`src/rtl/vfcao_pkg.sv`:
```
`timescale 1ns / 1ps
`default_nettype none
// ----------------------------------------------------------------------------
// vfcao_pkg
// Shared types, tables and helper functions of the voxel face culling and
// ambient occlusion core.
// ----------------------------------------------------------------------------
package vfcao_pkg;

	localparam int NUM_FACES  = 6;
	localparam int RING_SIZE  = 8;
	localparam int NUM_VERTS  = 4;
	localparam int HOOD_W     = 27;
	localparam int LIGHT_W    = 48;
	localparam int COORD_W    = 4;
	localparam int KIND_W     = 8;
	localparam int FACE_W     = 3;
	localparam int AO_W       = 8;
	localparam int LEVEL_W    = 8;
	localparam int APB_ADDR_W = 3;
	localparam int APB_DATA_W = 32;

	localparam logic [0:0] REG_AIR_CODE = 1'd0;

	localparam logic [FACE_W-1:0] LAST_FACE_CODE = 3'd5;

	// Neighborhood bit of each of the eight plane neighbors around a face.
	localparam logic [4:0] RING_BIT [NUM_FACES][RING_SIZE] = '{
		'{5'd0,  5'd1,  5'd2,  5'd3,  5'd5,  5'd6,  5'd7,  5'd8},
		'{5'd18, 5'd19, 5'd20, 5'd21, 5'd23, 5'd24, 5'd25, 5'd26},
		'{5'd0,  5'd9,  5'd18, 5'd1,  5'd19, 5'd2,  5'd11, 5'd20},
		'{5'd6,  5'd15, 5'd24, 5'd7,  5'd25, 5'd8,  5'd17, 5'd26},
		'{5'd0,  5'd9,  5'd18, 5'd3,  5'd21, 5'd6,  5'd15, 5'd24},
		'{5'd2,  5'd11, 5'd20, 5'd5,  5'd23, 5'd8,  5'd17, 5'd26}
	};

	// Ring positions of side one, side two and corner for each vertex.
	localparam logic [2:0] VERT_SEL [NUM_FACES][NUM_VERTS][3] = '{
		'{'{3'd1, 3'd3, 3'd0}, '{3'd1, 3'd4, 3'd2}, '{3'd6, 3'd4, 3'd7}, '{3'd6, 3'd3, 3'd5}},
		'{'{3'd1, 3'd4, 3'd2}, '{3'd1, 3'd3, 3'd0}, '{3'd6, 3'd3, 3'd5}, '{3'd6, 3'd4, 3'd7}},
		'{'{3'd1, 3'd4, 3'd2}, '{3'd1, 3'd3, 3'd0}, '{3'd6, 3'd3, 3'd5}, '{3'd6, 3'd4, 3'd7}},
		'{'{3'd4, 3'd1, 3'd2}, '{3'd3, 3'd1, 3'd0}, '{3'd3, 3'd6, 3'd5}, '{3'd4, 3'd6, 3'd7}},
		'{'{3'd1, 3'd4, 3'd2}, '{3'd1, 3'd3, 3'd0}, '{3'd6, 3'd3, 3'd5}, '{3'd6, 3'd4, 3'd7}},
		'{'{3'd1, 3'd3, 3'd0}, '{3'd1, 3'd4, 3'd2}, '{3'd6, 3'd4, 3'd7}, '{3'd6, 3'd3, 3'd5}}
	};

	// Neighborhood bit of the neighbor directly across each face.
	localparam logic [4:0] FACE_BIT [NUM_FACES] = '{5'd4, 5'd22, 5'd10, 5'd16, 5'd12, 5'd14};

	typedef struct packed {
		logic [COORD_W-1:0]   x;
		logic [COORD_W-1:0]   y;
		logic [COORD_W-1:0]   z;
		logic [KIND_W-1:0]    kind;
		logic [HOOD_W-1:0]    hood;
		logic [LIGHT_W-1:0]   light;
		logic [NUM_FACES-1:0] mask;
	} voxel_t;

	typedef struct packed {
		logic full;
		logic empty;
	} queue_status_t;

	function automatic logic [NUM_FACES-1:0] visible_mask(input logic [HOOD_W-1:0] hood);
		logic [NUM_FACES-1:0] m;
		for (int f = 0; f < NUM_FACES; f++) begin
			m[f] = ~hood[FACE_BIT[f]];
		end
		return m;
	endfunction

	function automatic logic [FACE_W-1:0] first_face(input logic [NUM_FACES-1:0] mask);
		logic [FACE_W-1:0] sel;
		sel = '0;
		for (int f = NUM_FACES - 1; f >= 0; f--) begin
			if (mask[f]) begin
				sel = FACE_W'(f);
			end
		end
		return sel;
	endfunction

	function automatic logic [AO_W-1:0] face_ao(input logic [HOOD_W-1:0] hood,
		input logic [FACE_W-1:0] f);
		logic [RING_SIZE-1:0] n;
		logic                 s1;
		logic                 s2;
		logic                 c;
		logic [1:0]           v;
		logic [AO_W-1:0]      packed_ao;
		packed_ao = '0;
		if (f <= LAST_FACE_CODE) begin
			for (int k = 0; k < RING_SIZE; k++) begin
				n[k] = hood[RING_BIT[f][k]];
			end
			for (int k = 0; k < NUM_VERTS; k++) begin
				s1 = n[VERT_SEL[f][k][0]];
				s2 = n[VERT_SEL[f][k][1]];
				c  = n[VERT_SEL[f][k][2]];
				if (s1 && s2) begin
					v = 2'd0;
				end else begin
					v = 2'd3 - ({1'b0, s1} + {1'b0, s2} + {1'b0, c});
				end
				packed_ao[2*k +: 2] = v;
			end
		end
		return packed_ao;
	endfunction

endpackage
`default_nettype wire

```
`src/rtl/vfcao_front.sv`:
```
`timescale 1ns / 1ps
`default_nettype none
// ----------------------------------------------------------------------------
// vfcao_front
// Accepts voxels, drops air and fully enclosed ones, and writes the rest with
// their visible face mask into the face queue.
// ----------------------------------------------------------------------------
module vfcao_front (
	input  wire logic                           push,
	output logic                                full,
	input  wire logic [vfcao_pkg::COORD_W-1:0]  x_pos,
	input  wire logic [vfcao_pkg::COORD_W-1:0]  y_pos,
	input  wire logic [vfcao_pkg::COORD_W-1:0]  z_pos,
	input  wire logic [vfcao_pkg::KIND_W-1:0]   block_kind,
	input  wire logic [vfcao_pkg::HOOD_W-1:0]   neighborhood_solid,
	input  wire logic [vfcao_pkg::LIGHT_W-1:0]  face_light,
	input  wire logic [vfcao_pkg::KIND_W-1:0]   air_code,
	input  wire vfcao_pkg::queue_status_t       q_status,
	output logic                                q_wr,
	output vfcao_pkg::voxel_t                   q_wr_data
);

	logic [vfcao_pkg::NUM_FACES-1:0] mask;

	assign mask = vfcao_pkg::visible_mask(neighborhood_solid);
	assign full = q_status.full;

	always_comb begin
		q_wr_data.x     = x_pos;
		q_wr_data.y     = y_pos;
		q_wr_data.z     = z_pos;
		q_wr_data.kind  = block_kind;
		q_wr_data.hood  = neighborhood_solid;
		q_wr_data.light = face_light;
		q_wr_data.mask  = mask;
	end

	assign q_wr = push && !q_status.full && (block_kind != air_code) && (mask != '0);

endmodule
`default_nettype wire

```
`src/rtl/vfcao_queue.sv`:
```
`timescale 1ns / 1ps
`default_nettype none
// ----------------------------------------------------------------------------
// vfcao_queue
// Short queue of visible voxels between the classifier and the face emitter.
// ----------------------------------------------------------------------------
module vfcao_queue #(
	parameter int DEPTH = 4
) (
	input  wire logic                     clk,
	input  wire logic                     arst_n,
	input  wire logic                     wr,
	input  wire vfcao_pkg::voxel_t        wr_data,
	input  wire logic                     rd,
	output vfcao_pkg::voxel_t             rd_data,
	output vfcao_pkg::queue_status_t      status
);

	localparam int PTR_W = (DEPTH > 1) ? $clog2(DEPTH) : 1;
	localparam int CNT_W = $clog2(DEPTH + 1);

	vfcao_pkg::voxel_t mem_q [DEPTH];
	logic [PTR_W-1:0]  wr_ptr_q;
	logic [PTR_W-1:0]  rd_ptr_q;
	logic [CNT_W-1:0]  count_q;
	logic              do_wr;
	logic              do_rd;

	assign status.full  = (count_q == CNT_W'(DEPTH));
	assign status.empty = (count_q == '0);
	assign do_wr        = wr && !status.full;
	assign do_rd        = rd && !status.empty;
	assign rd_data      = mem_q[rd_ptr_q];

	always_ff @(posedge clk) begin
		if (do_wr) begin
			mem_q[wr_ptr_q] <= wr_data;
		end
	end

	always_ff @(posedge clk or negedge arst_n) begin
		if (!arst_n) begin
			wr_ptr_q <= '0;
			rd_ptr_q <= '0;
			count_q  <= '0;
		end else begin
			if (do_wr) begin
				wr_ptr_q <= (wr_ptr_q == PTR_W'(DEPTH - 1)) ? '0 : wr_ptr_q + 1'b1;
			end
			if (do_rd) begin
				rd_ptr_q <= (rd_ptr_q == PTR_W'(DEPTH - 1)) ? '0 : rd_ptr_q + 1'b1;
			end
			if (do_wr && !do_rd) begin
				count_q <= count_q + 1'b1;
			end else if (do_rd && !do_wr) begin
				count_q <= count_q - 1'b1;
			end
		end
	end

endmodule
`default_nettype wire

```
`src/rtl/vfcao_back.sv`:
```
`timescale 1ns / 1ps
`default_nettype none
// ----------------------------------------------------------------------------
// vfcao_back
// Face emitter: walks the visible faces of the current voxel one a cycle while
// the output register is free or popped, computes each face's ambient occlusion
// and holds the result in that output register until it is taken.
// ----------------------------------------------------------------------------
module vfcao_back (
	input  wire logic                            clk,
	input  wire logic                            arst_n,
	input  wire vfcao_pkg::queue_status_t        q_status,
	input  wire vfcao_pkg::voxel_t               q_rd_data,
	output logic                                 q_rd,
	output logic                                 empty,
	input  wire logic                            pop,
	output logic [vfcao_pkg::COORD_W-1:0]        out_x,
	output logic [vfcao_pkg::COORD_W-1:0]        out_y,
	output logic [vfcao_pkg::COORD_W-1:0]        out_z,
	output logic [vfcao_pkg::FACE_W-1:0]         face,
	output logic [vfcao_pkg::AO_W-1:0]           ao_packed,
	output logic [vfcao_pkg::KIND_W-1:0]         out_block_kind,
	output logic [vfcao_pkg::LEVEL_W-1:0]        face_light_level,
	output logic                                 last_face
);

	vfcao_pkg::voxel_t               cur_q;
	logic                            cur_v_q;
	logic [vfcao_pkg::NUM_FACES-1:0] rem_q;
	logic                            out_v_q;
	logic [vfcao_pkg::FACE_W-1:0]    sel_face;
	logic [vfcao_pkg::NUM_FACES-1:0] sel_bit;
	logic [vfcao_pkg::NUM_FACES-1:0] rem_next;
	logic                            out_free;
	logic                            emit;
	logic                            last;
	logic                            load;

	assign sel_face = vfcao_pkg::first_face(rem_q);
	assign sel_bit  = rem_q & (~rem_q + 1'b1);
	assign rem_next = rem_q & ~sel_bit;
	assign out_free = !out_v_q || pop;
	assign emit     = cur_v_q && out_free;
	assign last     = emit && (rem_next == '0);
	assign load     = !q_status.empty && (!cur_v_q || last);
	assign q_rd     = load;
	assign empty    = !out_v_q;

	always_ff @(posedge clk or negedge arst_n) begin
		if (!arst_n) begin
			cur_v_q <= 1'b0;
			out_v_q <= 1'b0;
		end else begin
			if (load) begin
				cur_v_q <= 1'b1;
			end else if (last) begin
				cur_v_q <= 1'b0;
			end
			if (emit) begin
				out_v_q <= 1'b1;
			end else if (pop) begin
				out_v_q <= 1'b0;
			end
		end
	end

	always_ff @(posedge clk) begin
		if (load) begin
			cur_q <= q_rd_data;
			rem_q <= q_rd_data.mask;
		end else if (emit) begin
			rem_q <= rem_next;
		end
		if (emit) begin
			out_x            <= cur_q.x;
			out_y            <= cur_q.y;
			out_z            <= cur_q.z;
			face             <= sel_face;
			ao_packed        <= vfcao_pkg::face_ao(cur_q.hood, sel_face);
			out_block_kind   <= cur_q.kind;
			face_light_level <= cur_q.light[{sel_face, 3'b000} +: vfcao_pkg::LEVEL_W];
			last_face        <= (rem_next == '0);
		end
	end

	a_cur_has_faces: assert property (@(posedge clk) disable iff (!arst_n)
		cur_v_q |-> (rem_q != '0))
		else $error("Current voxel is held with no faces left.");

	a_face_retired: assert property (@(posedge clk) disable iff (!arst_n)
		(emit && !last) |=> (cur_v_q && ($countones(rem_q) == $countones($past(rem_q)) - 1)))
		else $error("Emitting a face did not retire exactly one face.");

	a_more_faces_pending: assert property (@(posedge clk) disable iff (!arst_n)
		(out_v_q && !last_face) |-> cur_v_q)
		else $error("A face not marked last has no voxel behind it.");

	a_face_code: assert property (@(posedge clk) disable iff (!arst_n)
		out_v_q |-> (face <= vfcao_pkg::LAST_FACE_CODE))
		else $error("Result carries a face code beyond the six faces.");

endmodule
`default_nettype wire

```
`src/rtl/voxel_face_cull_ambient_occlusion_core.sv`:
```
`timescale 1ns / 1ps
`default_nettype none
// ----------------------------------------------------------------------------
// voxel_face_cull_ambient_occlusion_core
// Voxel face culling with per-vertex ambient occlusion.
// ----------------------------------------------------------------------------
// A voxel is accepted every cycle while the face queue has room. Air voxels
// and voxels with no air face neighbour are taken and give no result. Every
// other voxel goes into a queue of QUEUE_DEPTH entries, and the face emitter
// gives one result per cycle while its single result register is free or
// popped, so a voxel with k visible faces holds the emitter until its last
// face is out. A voxel passes from the queue to the emitter's current voxel
// register, and each face result is registered in the result register.
// The air code register sits at byte address 0 of the configuration port.
// ----------------------------------------------------------------------------
module voxel_face_cull_ambient_occlusion_core #(
	parameter int QUEUE_DEPTH = 4
) (
	input  wire logic                              clk,
	input  wire logic                              arst_n,
	input  wire logic                              psel,
	input  wire logic                              penable,
	input  wire logic                              pwrite,
	input  wire logic [vfcao_pkg::APB_ADDR_W-1:0]  paddr,
	input  wire logic [vfcao_pkg::APB_DATA_W-1:0]  pwdata,
	output logic [vfcao_pkg::APB_DATA_W-1:0]       prdata,
	output logic                                   pready,
	input  wire logic                              push,
	output logic                                   full,
	input  wire logic [vfcao_pkg::COORD_W-1:0]     x_pos,
	input  wire logic [vfcao_pkg::COORD_W-1:0]     y_pos,
	input  wire logic [vfcao_pkg::COORD_W-1:0]     z_pos,
	input  wire logic [vfcao_pkg::KIND_W-1:0]      block_kind,
	input  wire logic [vfcao_pkg::HOOD_W-1:0]      neighborhood_solid,
	input  wire logic [vfcao_pkg::LIGHT_W-1:0]     face_light,
	output logic                                   empty,
	input  wire logic                              pop,
	output logic [vfcao_pkg::COORD_W-1:0]          out_x,
	output logic [vfcao_pkg::COORD_W-1:0]          out_y,
	output logic [vfcao_pkg::COORD_W-1:0]          out_z,
	output logic [vfcao_pkg::FACE_W-1:0]           face,
	output logic [vfcao_pkg::AO_W-1:0]             ao_packed,
	output logic [vfcao_pkg::KIND_W-1:0]           out_block_kind,
	output logic [vfcao_pkg::LEVEL_W-1:0]          face_light_level,
	output logic                                   last_face
);

	logic [vfcao_pkg::KIND_W-1:0] air_code_q;
	logic                         reg_sel;
	vfcao_pkg::queue_status_t     q_status;
	vfcao_pkg::voxel_t            q_wr_data;
	vfcao_pkg::voxel_t            q_rd_data;
	logic                         q_wr;
	logic                         q_rd;

	assign pready  = 1'b1;
	assign reg_sel = (paddr[2] == vfcao_pkg::REG_AIR_CODE);
	assign prdata  = reg_sel ? {{(vfcao_pkg::APB_DATA_W - vfcao_pkg::KIND_W){1'b0}}, air_code_q}
	                         : '0;

	always_ff @(posedge clk or negedge arst_n) begin
		if (!arst_n) begin
			air_code_q <= '0;
		end else if (psel && penable && pwrite && pready && reg_sel) begin
			air_code_q <= pwdata[vfcao_pkg::KIND_W-1:0];
		end
	end

	vfcao_front u_front (
		.push               (push),
		.full               (full),
		.x_pos              (x_pos),
		.y_pos              (y_pos),
		.z_pos              (z_pos),
		.block_kind         (block_kind),
		.neighborhood_solid (neighborhood_solid),
		.face_light         (face_light),
		.air_code           (air_code_q),
		.q_status           (q_status),
		.q_wr               (q_wr),
		.q_wr_data          (q_wr_data)
	);

	vfcao_queue #(
		.DEPTH (QUEUE_DEPTH)
	) u_queue (
		.clk     (clk),
		.arst_n  (arst_n),
		.wr      (q_wr),
		.wr_data (q_wr_data),
		.rd      (q_rd),
		.rd_data (q_rd_data),
		.status  (q_status)
	);

	vfcao_back u_back (
		.clk              (clk),
		.arst_n           (arst_n),
		.q_status         (q_status),
		.q_rd_data        (q_rd_data),
		.q_rd             (q_rd),
		.empty            (empty),
		.pop              (pop),
		.out_x            (out_x),
		.out_y            (out_y),
		.out_z            (out_z),
		.face             (face),
		.ao_packed        (ao_packed),
		.out_block_kind   (out_block_kind),
		.face_light_level (face_light_level),
		.last_face        (last_face)
	);

endmodule
`default_nettype wire

```
`config.mk`:
```
export PLATFORM = sky130hd
export DESIGN_NAME = voxel_face_cull_ambient_occlusion_core
export DESIGN_NICKNAME = d
export VERILOG_FILES = /design/src/rtl/vfcao_pkg.sv /design/src/rtl/vfcao_front.sv /design/src/rtl/vfcao_queue.sv /design/src/rtl/vfcao_back.sv /design/src/rtl/voxel_face_cull_ambient_occlusion_core.sv
export SDC_FILE = /design/constraint.sdc
export NUM_CORES = 1
export LEC_CHECK = 0
export ABC_AREA = 1
export BUFFER_PORTS_ARGS = -buffer_cell sky130_fd_sc_hd__buf_2
export CORE_ASPECT_RATIO = 0.9
export CORE_MARGIN = 2
export CORE_UTILIZATION = 60
export CTS_CLUSTER_DIAMETER = 50
export DETAILED_ROUTE_END_ITERATION = 7
export GPL_ROUTABILITY_DRIVEN = 0
export PLACE_DENSITY = 0.81
export SYNTH_ARGS = -nofsm -noshare
export SYNTH_HDL_FRONTEND = slang
export SYNTH_SLANG_ARGS = --single-unit
```
`constraint.sdc`:
```
create_clock -name clk -period 13.7 [get_ports clk]
set_input_delay 2.055 -clock clk [delete_from_list [all_inputs] [get_ports clk]]
set_output_delay 2.055 -clock clk [all_outputs]
set_load 0.03 [all_outputs]
```
### After elaboration in Yosys (flattened, before gate mapping)

Memory sizes are Yosys's and may differ from the RTL's.
Index checks and enable logic that the tools add are counted.

| cells by class | value |
|---|---|
| equality and inequality tests | 4 |
| mux-type cells | 63 |
| $add $sub $neg | 17 |
| reductions and logical operators | 36 |
| shift-type cells | 1 |
| order comparisons | 22 |
| bitwise operators | 13 |

Operators by type and width:

| cell | count |
|---|---|
| $mux 40 | 2 |
| $mux 36 | 2 |
| $lt 3x4->1 const B | 12 |
| $lt 5x6->1 const B | 8 |
| $shiftx 48x7->8 | 1 |
| $bmux 1 s5 | 8 |
| $bmux 1 s3 | 12 |
| $mux 1 | 26 |
| $mux 3 | 8 |
| $logic_and 1x1->1 | 17 |
| $and 6x6->6 | 2 |
| $mux 6 | 2 |
| $not 6->6 | 2 |
| $add 1x1->2 | 4 |
| $add 2x1->2 | 4 |
| $mux 8 | 1 |
| $ne 8x8->1 | 1 |
| $not 1->1 | 8 |
| $reduce_bool 2->1 | 4 |
| $reduce_or 2->1 | 4 |
| $sub 2x2->2 const A | 4 |
| $add 6x1->6 const B | 1 |
| $logic_not 1->1 | 6 |
| $logic_not 6->1 | 1 |
| other kinds (12) | 16 |

| storage, ports and cells | value |
|---|---|
| RAM bits | 404 |
| register bits | 158 |
| input port bits | 137 |
| bits in read-only memories | 608 |
| memories | 3 |

Memory list:

| memory | words | bits a word | read ports | clocked after Yosys merged registers in | write ports | line | RTL |
|---|---|---|---|---|---|---|---|
| u_queue.mem_q | 4 | 101 | 1 | 0 | 1 | vfcao_queue.sv:22 | `vfcao_pkg::voxel_t mem_q [DEPTH];` |
| (name not given) | 8 | 40 | 1 | 0 | 0 | vfcao_pkg.sv:95 | `n[k] = hood[RING_BIT[f][k]];` |
| (name not given) | 8 | 36 | 1 | 0 | 0 | vfcao_pkg.sv:98 | `s1 = n[VERT_SEL[f][k][0]];` |

### Longest topological paths before layout

Gate-level depths: netlist of the first run.

| depth | value |
|---|---|
| word-level depth | 17 |
| depth in mapped cells | 24 |

### By module

A second synthesis of the first run with hierarchy kept.

| unflattened totals | value |
|---|---|
| cells, all modules | 2004 |
| area total of the unflattened synthesis | 24413.4 um2 |

By module, submodules not included:

| module | instances | area an instance (um2) | cells an instance |
|---|---|---|---|
| vfcao_queue | 1 | 16543.4 | 1239 |
| vfcao_back | 1 | 6326.1 | 532 |
| vfcao_front | 1 | 934.6 | 152 |
| voxel_face_cull_ambient_occlusion_core | 1 | 609.3 | 81 |

### Worst setup path before layout of the first run

No wires, ideal clock.

| timing path | value |
|---|---|
| path kind | input port to flip-flop |
| start | input port neighborhood_solid[10] (netlist bit) |
| end | memory u_queue.mem_q[0][0] (netlist bit) (enable) |
| data arrival time | 6.651 ns |
| cell stages on the path | 5 |
| slack | 6.487 ns |
| data required time | 13.138 ns |
| cell sequence | inv_1 -> nor4_1 -> a31oi_1 -> nand2_1 -> nor2_1 |

| on the way | value |
|---|---|
| longest elaborated chain between the ends | 6 |

RTL lines:

| what | line | RTL |
|---|---|---|
| start: declaration | voxel_face_cull_ambient_occlusion_core.sv:34 | `input wire logic [vfcao_pkg::HOOD_W-1:0] neighborhood_solid,` |
| $not 1->1 | vfcao_pkg.sv:68 | `m[f] = ~hood[FACE_BIT[f]];` |
| $reduce_bool 6->1 | vfcao_front.sv:38 | `assign q_wr = push && !q_status.full && (block_kind != air_code) && (mask != '0);` |
| $logic_and 1x1->1 | vfcao_front.sv:38 |  |
| $logic_and 1x1->1 | vfcao_queue.sv:31 | `assign do_wr = wr && !status.full;` |
| $mux 1 | vfcao_queue.sv:36 | `if (do_wr) begin` |
| $mux 1 (implied by the code) | vfcao_queue.sv:37 | `mem_q[wr_ptr_q] <= wr_data;` |
| end: declaration | vfcao_queue.sv:22 |  |

No other way between the ends.

### Final worst setup path of the first run

| timing path | value |
|---|---|
| start | input port paddr[2] (netlist bit) |
| end | output port prdata[6] (netlist bit) |

| on the way | value |
|---|---|
| longest elaborated chain between the ends | 1 |

RTL lines:

| what | line | RTL |
|---|---|---|
| start: declaration | voxel_face_cull_ambient_occlusion_core.sv:24 | `input wire logic [vfcao_pkg::APB_ADDR_W-1:0] paddr,` |
| $mux 8 | voxel_face_cull_ambient_occlusion_core.sv:58 | `assign prdata = reg_sel ? {{(vfcao_pkg::APB_DATA_W - vfcao_pkg::KIND_W){1'b0}}, air_code_q}` |
| end: declaration | voxel_face_cull_ambient_occlusion_core.sv:26 | `output logic [vfcao_pkg::APB_DATA_W-1:0] prdata,` |

No other way between the ends.

==> flow_metrics.py, run 1 <==
metrics = {
    "outcome": {
        "run_status": "finished clean",
    },
    "grt": {
        "total_gr_overflow": 0,
        "number_of_global_route_vias_before_repair": 13400,
        "initial_antenna_violation_count": 12,
        "grt_first_pass_wirelength_mm": 73.3,
        "grt_util_all_layers_pct": 25.3,
        "grt_start_max_net_pins": 108,
    },
    "detailed_routing": {
        "wl_per_cell_um": 21.0,
        "drt_first_iter_violations": 1746,
        "wirelength_mm": 48.8,
        "dr_total_vias": 14000,
        "drt-vias-per-instance": 6.00,
        "drt_drc_violations_left": 0,
        "detail-route-antenna-nets": 0,
        "drtPass1Iterations": 6,
    },
    "timing": {
        "timing.fmax_mhz": 218,
        "tightestPinTransition_ps": 1200,
        "fin_crit_sh_pct": 33.5,
        "slew_limit_headroom_pct": 19.7,
        "report.final.hold_viol_count": 0,
        "slew_violations": 0,
        "fin_worst_skew_ps": 25.8,
        "hold_ws_ps": 415,
        "finalCriticalPeriod_ps": 4590,
        "final.setup.tns_ps": 0,
        "setup_viol": 0,
        "rsz_0062_raised_after_global_routing": "false",
    },
    "final_layout": {
        "nets": 1950,
        "drive_above_1_share_pct": 15.5,
        "final_cells": 2328,
        "multi_input_comb_area_um2": 4680,
        "fill_cells": 2308,
        "seqCellArea_um2": 16800,
        "area_growth_pct": 13.1,
    },
    "logic_synthesis": {
        "postSynthAreaPerCell_um2": 13.4,
        "synth-adder-area-share_pct": 1.07,
        "register_bit_count_reported_by_yosys": 562,
        "postSynthCellCount": 1651,
        "largest_area_contributor_in_the_netlist": "edfxtp_1",
        "yosys_warnings": 0,
        "muxShareOfSynthArea_pct": 0.0509,
        "synth_area_leaders": "edfxtp_1, o21ai_0, nor2_1",
        "synth_compound_area_share_pct": 9.28,
        "postSynth.topFlopCell": "edfxtp_1",
        "yosysSeqAreaShare_pct": 75.9,
        "mappedNetlistArea_um2": 22100,
        "synth_enable_flop_cells": 545,
        "synth-simple-area-share_pct": 9.76,
        "postSynth.asyncResetShare_pct": 3.02,
        "synth_top_family_by_area": "simple AND/OR/NAND/NOR gates",
        "post_synth_top_area_share_pct": 74.0,
        "yosys.area_share.xor_xnor_pct": 0.396,
        "yosysUniqueCellTypes": 46,
    },
    "pwr": {
        "p_per_area_nw_per_um2": 267,
        "totalPowerFinal_mw": 6.69,
        "leakage_nw": 8.97,
        "irDropWorstVdd_uv": 174,
    },
    "critical_path": {
        "worst_setup_path_start_kind": "input port",
        "reg2reg_to": "u_back.ao_packed[2]",
        "worstRegToRegCells": 16,
        "highest_fanout_seen_on_the_critical_path": 9,
        "end_kind": "output port",
        "worst_ep_required_time_ps": 11640,
        "arrival_ps": 2530,
        "critPathKind": "input port to output port",
        "rr_startpoint": "u_back.rem_q[0]",
        "reg2reg_slack_ps": 9440,
    },
    "clock_network": {
        "cts.path.max_buffers": 3,
        "ctsRootBufferMaster": "clkbuf_16",
        "cts_tree": "done",
        "numCtsBuffers": 53,
        "clkSinkCount": 562,
        "post-cts-setup-buffer-count": 0,
        "post_cts_resized": 0,
        "htreeDepth": 2,
        "holdBufCountCts": 0,
        "clock_latency_ps": 600,
        "clk_pin_slew_ps": 60,
    },
    "flow_run": {
        "cap_viol_max_count": 0,
    },
    "floorplanning": {
        "fp-row-count": 66,
        "die_y_um": 186,
        "die_width_um": 206,
        "ioPinCount": 212,
        "coreArea_um2": 36300,
        "start_util_pct": 61.0,
        "dieArea_um2": 38400,
    },
    "min_path": {
        "holdPathStages": 0,
        "hold_path.startpoint": "u_back.cur_q[92]",
        "hold_path_end": "u_back.out_z[3]",
        "hold_path_class": "flip-flop to flip-flop",
    },
    "placement": {
        "numPlacedInstances": 2218,
        "io_buffers": 160,
        "dp_hpwl_mm": 27.2,
    },
}
==> how the worst max path moves through the flow <==
stage | cells past startpoint | startpoint | end
3_5_place_dp | 3 | paddr[2] | prdata[1]
6_report | 3 | paddr[2] | prdata[6]
3_3_place_gp | 3 | paddr[2] | prdata[7]
2_1_floorplan | 5 | neighborhood_solid[10] | u_queue.mem_q[0][0]
5_1_grt | 3 | paddr[2] | prdata[3]
4_1_cts | 3 | paddr[2] | prdata[6]
==> synth_stat cells (all sizes together), types with 5 or more instances <==
cell / n
clkbuf: 71
o21ai: 229
buf: 36
o211ai: 13
dfrtp: 17
fa: 5
nand3: 73
nand4: 5
nor2: 255
edfxtp: 545
nand2: 168
a21oi: 18
xor2: 7
or2: 5
inv: 65
o22ai: 98
ha: 11
==> power breakdown <==
part	leakage, nW	internal (mW)	switching (mW)
registers	5.24	2.59	0.165
logic	2.89	0.687	1.78
clock network	0.840	0.862	0.607
total	8.97	4.14	2.55
==> worst max-delay path: stages <==
cell and delay, ps:
buf_2 150, nor2_1 120, buf_2 210
==> state kept, by name, indices dropped and copies added, names as in the netlist <==
register and cells:
u_back.out_v_q 1, u_back.out_block_kind 8, u_queue.count_q 3, u_queue.wr_ptr_q 2, u_back.out_y 4, u_back.cur_q 95, u_back.cur_v_q 1, u_back.out_z 4
air_code_q 8, u_back.rem_q 6, u_back.face 3, u_back.out_x 4, u_queue.rd_ptr_q 2, u_back.face_light_level 8, u_back.ao_packed 8, u_queue.mem_q 404
u_back.last_face 1
==> metal layers <==
metal | global-route usage, % | wire length (µm)
met1 | 33.2 | 18900
met2 | 42.1 | 24200
met5 | 0 | 30
met4 | 10.7 | 1520
met3 | 4.74 | 4140
==> cells by family after synthesis <==
family,after synthesis
buffers and inverters,173
AO/OA/AOI/OAI,371
AND/OR/NAND/NOR,516
other,2
XOR/XNOR,10
multiplexers,1
adder cells (fa/ha/maj),16
flip-flops,562
==> cell usage in the layout, fill, tap and decap left out, types with 4 or more instances in the layout <==
master / count
o21ai_0: 225
edfxtp_1: 545
buf_2: 160
clkinv_2: 5
xor2_1: 7
o211ai_1: 12
nand4_1: 5
inv_2: 9
fa_1: 5
o21ai_1: 4
diode_2: 11
nand2_1: 158
clkbuf_16: 53
nor2_4: 6
o22ai_1: 98
nand3_1: 71
clkbuf_1: 12
buf_4: 15
bufinv_16: 8
nor2_1: 246
o2111ai_1: 4
clkinv_1: 17
nand2_2: 8
inv_1: 54
dfrtp_1: 15
a21oi_1: 17
conb_1: 25
ha_1: 11
o21bai_1: 4
==> stage by stage <==
stage               cell area, µm²  utilization (%)  setup WS [ps]
finish                       25000             69.0           9110
global route                 25000             69.0           9080
CTS                          25000             68.9           9110
detailed placement           23200             64.1           9140
global placement             23200             64.1           9140
floorplan                    22200                -           6490
==> final cells by class <==
| type | count | share of cell area, % |
|---|---|---|
| Sequential cell | 562 | 67.2 |
| Multi-Input combinational cell | 939 | 18.7 |
| Clock buffer | 65 | 5.48 |
| Timing Repair Buffer | 175 | 3.65 |
| Tap cell | 476 | 2.38 |
| Clock inverter | 34 | 1.48 |
| Inverter | 66 | 1.01 |
| Antenna cell | 11 | 0.110 |
Note: power is estimated with default switching activity, not from simulation.
==> inputs of run 2 (changes only) <==
--- a/config.mk
+++ b/config.mk
@@ -9,11 +9,11 @@
 export BUFFER_PORTS_ARGS = -buffer_cell sky130_fd_sc_hd__buf_2
 export CORE_ASPECT_RATIO = 0.9
 export CORE_MARGIN = 2
-export CORE_UTILIZATION = 60
+export CORE_UTILIZATION = 53
 export CTS_CLUSTER_DIAMETER = 50
 export DETAILED_ROUTE_END_ITERATION = 7
 export GPL_ROUTABILITY_DRIVEN = 0
-export PLACE_DENSITY = 0.81
+export PLACE_DENSITY = 0.75
 export SYNTH_ARGS = -nofsm -noshare
 export SYNTH_HDL_FRONTEND = slang
 export SYNTH_SLANG_ARGS = --single-unit
==> constraint.sdc (replaced) <==
create_clock -name clk -period 4.1 [get_ports clk]
set_input_delay 0.615 -clock clk [delete_from_list [all_inputs] [get_ports clk]]
set_output_delay 0.615 -clock clk [all_outputs]
set_load 0.03 [all_outputs]
==> flow_metrics.py, run 2 (synthesis gave the netlist of run 1 again) <==
metrics = {
    "outcome": {
        "run_status": "finished clean",
    },
    "timing": {
        "report.final.hold_viol_count": 0,
        "final.setup.tns_ps": 0,
        "fin_worst_skew_ps": 10.1,
        "setup_slack_ps": 604,
        "slew_limit_headroom_pct": 25.6,
        "tightestPinTransition_ps": 1110,
        "rsz_0062_raised_after_global_routing": "false",
        "finalCriticalPeriod_ps": 3500,
        "fin_crit_sh_pct": 85.3,
        "timing.fmax_mhz": 286,
        "setup_viol": 0,
        "slew_violations": 0,
        "hold_ws_ps": 233,
    },
    "critical_path": {
        "critPathKind": "flip-flop to flip-flop",
        "highest_fanout_seen_on_the_critical_path": 10,
        "crit_path_frequent_cell": "nand2_1",
        "critical_path.max_stage_delay_ps": 470,
        "critical_path.slowest_cell": "fa_1",
        "worst_setup_path_start_kind": "flip-flop",
        "arrival_ps": 3840,
        "worst_ep_required_time_ps": 4450,
        "end_kind": "flip-flop",
        "cp_cell_sequence": "inv_2 > nand2_1 > nand2_1 > nand2_1 > a21oi_4 > ha_1 > or2_1 > nand2_1 > nand2_1 > nand2_1 > nand2_1 > o21ai_0 > nand2_1 > nand2_1 > nand2_1 > nand3_1 > nand2_1 > and2_1 > fa_1 > nor2_1",
    },
    "floorplanning": {
        "die_width_um": 219,
        "die_y_um": 198,
        "coreArea_um2": 40900,
        "dieArea_um2": 43400,
        "start_util_pct": 54.1,
        "ioPinCount": 212,
        "fp-row-count": 70,
    },
    "final_layout": {
        "top_regs": "u_queue.mem_q (404), u_back.cur_q (95)",
        "multi_input_comb_area_um2": 4680,
        "drive_above_1_share_pct": 15.9,
        "layout_common_cells": "edfxtp_1, nor2_1, o21ai_0",
        "layout.cells.most_common": "edfxtp_1",
        "seqCellArea_um2": 16800,
        "nets": 1961,
        "largest_register_ffs": 404,
        "max_flop_register": "u_queue.mem_q",
        "fill_cells": 2991,
        "area_growth_pct": 14.3,
    },
    "placement": {
        "dp_hpwl_mm": 27.2,
        "pre_cts_ws_ps": 708,
        "io_buffers": 160,
    },
    "grt": {
        "total_gr_overflow": 0,
        "grt_first_pass_wirelength_mm": 73.1,
        "initial_antenna_violation_count": 11,
        "number_of_global_route_vias_before_repair": 13400,
        "grt_start_max_net_pins": 205,
        "grt_util_all_layers_pct": 22.2,
    },
    "flow_run": {
        "cap_viol_max_count": 0,
    },
    "pwr": {
        "leakage_nw": 9.05,
        "p_per_area_nw_per_um2": 882,
        "irDropWorstVdd_uv": 600,
    },
    "clock_network": {
        "numCtsBuffers": 56,
        "cts.path.max_buffers": 3,
        "post_cts_resized": 0,
        "clock_latency_ps": 600,
        "htreeDepth": 2,
        "clk_pin_slew_ps": 60,
        "cts_tree": "done",
        "ctsRootBufferMaster": "clkbuf_16",
        "clkSinkCount": 562,
    },
    "detailed_routing": {
        "drtPass1Iterations": 7,
        "drt_first_iter_violations": 1394,
        "wl_per_cell_um": 19.8,
        "detail-route-antenna-nets": 0,
        "dr_total_vias": 13500,
        "drt_drc_violations_left": 0,
        "wirelength_mm": 47.5,
        "drt-vias-per-instance": 5.63,
    },
    "min_path": {
        "hold_path_class": "input port to flip-flop",
    },
}
run 2: cell types whose count changed in the layout (fill, tap and decap cells not counted), sizes merged:
| cell | change |
|---|---|
| inv | -2 |
| dlygate4sd3 | +1 |
| diode | -3 |
| buf | +7 |
| bufinv | -7 |
| clkbuf | +18 |
| clkinv | -6 |
run 2: what timing repair did:
item | in CTS | in global routing
endpoints found under the hold margin | 17 | 0
setup endpoints to repair | 0 | 0
buffers inserted | 0 | 0
hold buffers | 1 | 0
run 2: power by group:
group	internal [mW]	leakage [nW]	total [mW]	switching (mW)
registers	8.63	5.24	9.11	0.482
logic	2.50	2.98	8.46	5.97
clock network	2.72	0.827	4.74	2.02
run 2: routing by layer:
| metal | vias to the layer above | part of all wire [%] | global-route usage (%) |
|---|---|---|---|
| li1 | 6303 | - | - |
| met1 | 6562 | 41 | 29.9 |
| met2 | 551 | 49 | 36.3 |
| met3 | 92 | 7.5 | 4.30 |
| met4 | 8 | 2.3 | 7.71 |
| met5 | - | 0.10 | 0 |
run 2: critical path: cells and delay by family, from the launching register on:
family	cells	cell delay [ps]
flops	1	420
fa+ha+maj	2	820
compound gates	2	440
simple gates	15	1470
buf+inv	1	90
run 2: worst paths after layout:
kind | slack, ps | cells after the start | startpoint | to
worst min-delay path | 230 | 1 | neighborhood_solid[2] | u_queue.mem_q[3][56]
worst max-delay path | 600 | 20 | u_back.rem_q[4] | u_back.ao_packed[2]
max in group asynchronous | 3230 | 2 | arst_n | u_queue.rd_ptr_q[0]
worst min register to register | 420 | 0 | u_back.cur_q[98] | u_back.out_x[1]
worst max register to register | 600 | 20 | u_back.rem_q[4] | u_back.ao_packed[2]
min in group asynchronous | 520 | 2 | arst_n | air_code_q[7]
run 2: layout make-up:
type	instances	area share, %
repair buffers	183	4.55
clock inverters	19	0.549
clock buffers	83	6.23
well taps	540	2.67
diodes	8	0.0791
flip-flops and latches	562	66.4
multi-input cells	939	18.5
inverters	66	0.999
run 2: metrics by stage:
stage | instances | instance area (µm²) | util, % | power, mW
6_report | 2400 | 25300 | 61.8 | 22.3
3_5_place_dp | 2289 | 23500 | 57.6 | 17.6
2_1_floorplan | 1674 | 22200 | - | 15.1
5_1_grt | 2397 | 25300 | 61.8 | 23.7
3_3_place_gp | 2289 | 23500 | 57.6 | 17.3
4_1_cts | 2392 | 25300 | 61.8 | 22.4
